`src/rtl/apm_ram.sv`:
```
`timescale 1ns / 1ps
// ----------------------------------------------------------------------------
// apm_ram: generic simple dual-port ram
// One write port, one read port, read data registered.
// ----------------------------------------------------------------------------
module apm_ram #(
  parameter int WIDTH = 16,
  parameter int DEPTH = 256,
  localparam int AW = (DEPTH > 1) ? $clog2(DEPTH) : 1
) (
  input  logic             clk,
  input  logic             wr_en,
  input  logic [AW-1:0]    wr_addr,
  input  logic [WIDTH-1:0] wr_data,
  input  logic             rd_en,
  input  logic [AW-1:0]    rd_addr,
  output logic [WIDTH-1:0] rd_data
);

  logic [WIDTH-1:0] mem [DEPTH];

  // write port
  always_ff @(posedge clk) begin
    if (wr_en) begin
      mem[wr_addr] <= wr_data;
    end
  end

  // registered read port
  always_ff @(posedge clk) begin
    if (rd_en) begin
      rd_data <= mem[rd_addr];
    end
  end

endmodule

```
`config.mk`:
```
export PLATFORM = sky130hd
export DESIGN_NAME = apm_ram
export DESIGN_NICKNAME = d
export VERILOG_FILES = /design/src/rtl/apm_ram.sv
export SDC_FILE = /design/constraint.sdc
export NUM_CORES = 2
export LEC_CHECK = 0
export ABC_AREA = 0
export BUFFER_PORTS_ARGS = -buffer_cell sky130_fd_sc_hd__buf_4
export CAP_MARGIN = 20
export CORE_MARGIN = 2
export CORE_UTILIZATION = 50
export DETAILED_ROUTE_END_ITERATION = 8
export HOLD_SLACK_MARGIN = 0.02
export PLACE_DENSITY = 0.69
export REMOVE_ABC_BUFFERS = 1
export SYNTH_ARGS = -nofsm -noshare
export SYNTH_HDL_FRONTEND = slang
export SYNTH_SLANG_ARGS = --single-unit
export TNS_END_PERCENT = 50
```
`constraint.sdc`:
```
create_clock -name clk -period 2.35 [get_ports clk]
set_input_delay 0.235 -clock clk [delete_from_list [all_inputs] [get_ports clk]]
set_output_delay 0.235 -clock clk [all_outputs]
set_load 0.01 [all_outputs]
```
==> flow_summary.yaml <==
outcome:
  status: "finished, violations left"
  violations: "negative setup slack"
floorplanning:
  pin_count: 51
  die-area_um2: 322300
  die_w_um: 567.7
  start_util: 0.5036
  rows: 206
  core_um2: 315500
  die_h_um: 567.7
route:
  postRouteAntennaNets: 0
  drt_iter0_markers: 11560
  vias_per_cell: 6.363
  via_count: 82700
  wl_per_cell_um: 32.65
  routed_wl_mm: 424.3
  dr.pass1.iters: 6
  drcViolationCount: 0
synth:
  yosysWarnings: 0
  synth.distinct_cells: 51
  ys_ff_latch: 4112
  syn-cell-area_um2: 158900
  synthArstFlopShare: 0
  synth_edf_count: 4112
  synth-seq-area-share: 0.7772
  netlist_instances: 7360
  syn_area_per_cell_um2: 21.59
  ys.flop_type: "edfxtp_1"
placement:
  place.detailed.hpwl_mm: 262.9
  pre_cts_ws_ps: -1446
  gp_congestion: 0.9445
  port_buffers: 50
clock_tree:
  cts-root-buf: "clkbuf_16"
  cts.htree.levels: 5
  clk_path_buf_depth: 4
  path_clk_slew_ps: 60
  clock_sinks: 4112
  cts_buffers: 403
  post_cts_buffers: 0
  clkLatencyLatePin_ps: 970
  tritoncts: "yes"
timing:
  drv_slew: 0
  setup_viol: 16
  maxSlewHeadroom: 0.3541
  hold_viol: 0
  post-route-worst-setup-slack_ps: -254.0
  rsz0062_at_grt: "yes"
  worst_slew_pin_slew_ps: 968.8
  fmax_mhz: 384.0
  post-route-period-util: 1.108
  hold_ws_ps: 113.4
  setup-tns-final_ps: -2419
  post-route-min-period_ps: 2604
  skew_ps: 77.03
job:
  max_cap_violations: 0
setup_path:
  start_kind: "register"
  cp_slowest_cell: "mux4_2"
  worstPathCellList: "mux4_2 > mux4_2 > a22o_4 > o32ai_4 > buf_6 > nor4_2"
  path_class: "register to register"
  cp.required_ps: 3010
  max_stage_delay_ps: 540
  endpoint_kind: "register"
  cp.arrival_ps: 3270
  path_max_fanout: 1
  cp_common_cell: "mux4_2"
global_route:
  grt_pass1_wl_mm: 602.7
  antenna_found_initial: 22
  grt_start_max_net_pins: 118
  grt_pass1_vias: 82150
  grt_overflow_total: 0
  grt_use_total: 0.2609
power:
  ir_drop_v: 0.0006965
  leakage_nw: 61.29
  power_density_nw_per_um2: 821.9
cells_and_area:
  nets: 8513
  area_growth_pct: 18.67
  drive_gt1_frac: 0.3144
worst_hold_path:
  hold_path.class: "input port to register"
final cells by class:
| cell class | count | area, um^2 |
|---|---|---|
| Sequential cell | 4112 | 123500 |
| Timing Repair Buffer | 1165 | 12680 |
| Antenna cell | 18 | 45.04 |
| Multi-Input combinational cell | 2792 | 33700 |
| Clock inverter | 266 | 2979 |
| Fill cell | 21610 | 127000 |
| Tap cell | 4160 | 5205 |
| Clock buffer | 480 | 10420 |
| Inverter | 4 | 27.53 |
cell usage after synthesis, drive strengths merged (3+ instances only):
master	number	area (um^2)
o31ai	16	120.1
nand3	35	175.2
o221ai	253	2222
buf	222	1809
nand4	26	162.7
clkbuf	230	863.3
nor2b	9	56.30
nand4b	3	26.28
a2111oi	6	52.55
nor2	304	1141
edfxtp	4112	123500
inv	4	15.01
a221oi	28	245.2
o21ai	38	190.2
a21oi	175	875.8
a211oi	18	135.1
or2	5	31.28
a31oi	6	37.54
a22o	32	280.3
o32ai	21	191.4
mux4	797	17950
nor4	18	118.9
nand2	38	142.6
nor3	92	460.4
a22oi	43	322.8
mux2i	565	5655
and3	11	68.82
o22ai	148	925.9
mux2	88	991.0
nand2b	3	18.77
state kept, by name, summed over array words and instances, names as in the netlist:
register,flops
mem,4096
rd_data,16
through the flow:
stage          area, um^2  power, mW  utilization  cells
2_1_floorplan      156200      85.49            -   6908
3_3_place_gp       174000      90.84       0.5515  12210
3_5_place_dp       174000      91.02       0.5515  12220
4_1_cts            188200      155.4       0.5966  12980
5_1_grt            188500      158.6       0.5975  12990
6_report           188500      155.0       0.5976  13000
layout by cell type (no fill, tap or decap), drive strengths merged, types with 43 or more instances in the layout:
master / instances
edfxtp: 4112
buf: 1140
mux4: 797
mux2i: 565
clkbuf: 482
nor2: 304
o221ai: 253
clkinv: 196
a21oi: 175
o22ai: 148
nor3: 92
mux2: 88
bufinv: 48
a22oi: 43
repair_timing:
item                                    in CTS  in global routing
cloned                                       0                  1
endpoints found under the setup margin      16                 16
endpoints found under the hold margin     2849                  0
hold buffers                                23                  0
pin swaps                                   28                 17
gates resized for setup                    113                 54
worst max-delay path, delay by kind of cell (launching register included):
family	cells	cell delay (ps)
AOI/OAI and AO/OA	2	680
muxes	2	1060
buffers and inverters	1	160
DFF	1	370
and+or+nand+nor	1	30
layer usage:
layer	vias up	wire length [um]	part of all wire	GRT usage
met2	5015	200200	0.47	0.4077
met4	4	18020	0.042	0.1019
li1	33590	-	-	-
met1	43360	160300	0.38	0.3661
met5	-	34	0.000080	0
met3	731	45760	0.11	0.05043
final timing paths:
check                        startpoint                      to  slack [ps]  cells past startpoint
setup reg to reg  mem[27][12]$_DFFE_PP_   rd_data[12]$_DFFE_PP_        -250                      6
setup / recovery  mem[27][12]$_DFFE_PP_   rd_data[12]$_DFFE_PP_        -250                      6
hold / removal                    wr_en  mem[130][14]$_DFFE_PP_         110                      4
hold reg to reg   mem[111][9]$_DFFE_PP_    rd_data[9]$_DFFE_PP_        1230                      5
where the power goes:
group	internal [mW]	leakage [nW]	switching, mW
Combinational	3.52	17.8	5.34
Sequential	80.9	37.0	0.125
Clock	37.2	6.53	27.9
logic make-up after synthesis:
kind of cell	after synthesis	share of synthesized area
flip-flops	4112	0.7772
multiplexers	1450	0.1548
AO/OA/AOI/OAI	786	0.03534
AND/OR/NAND/NOR	556	0.01573
buffers and inverters	456	0.01692
No activity file was read; power rests on OpenSTA's default activity.
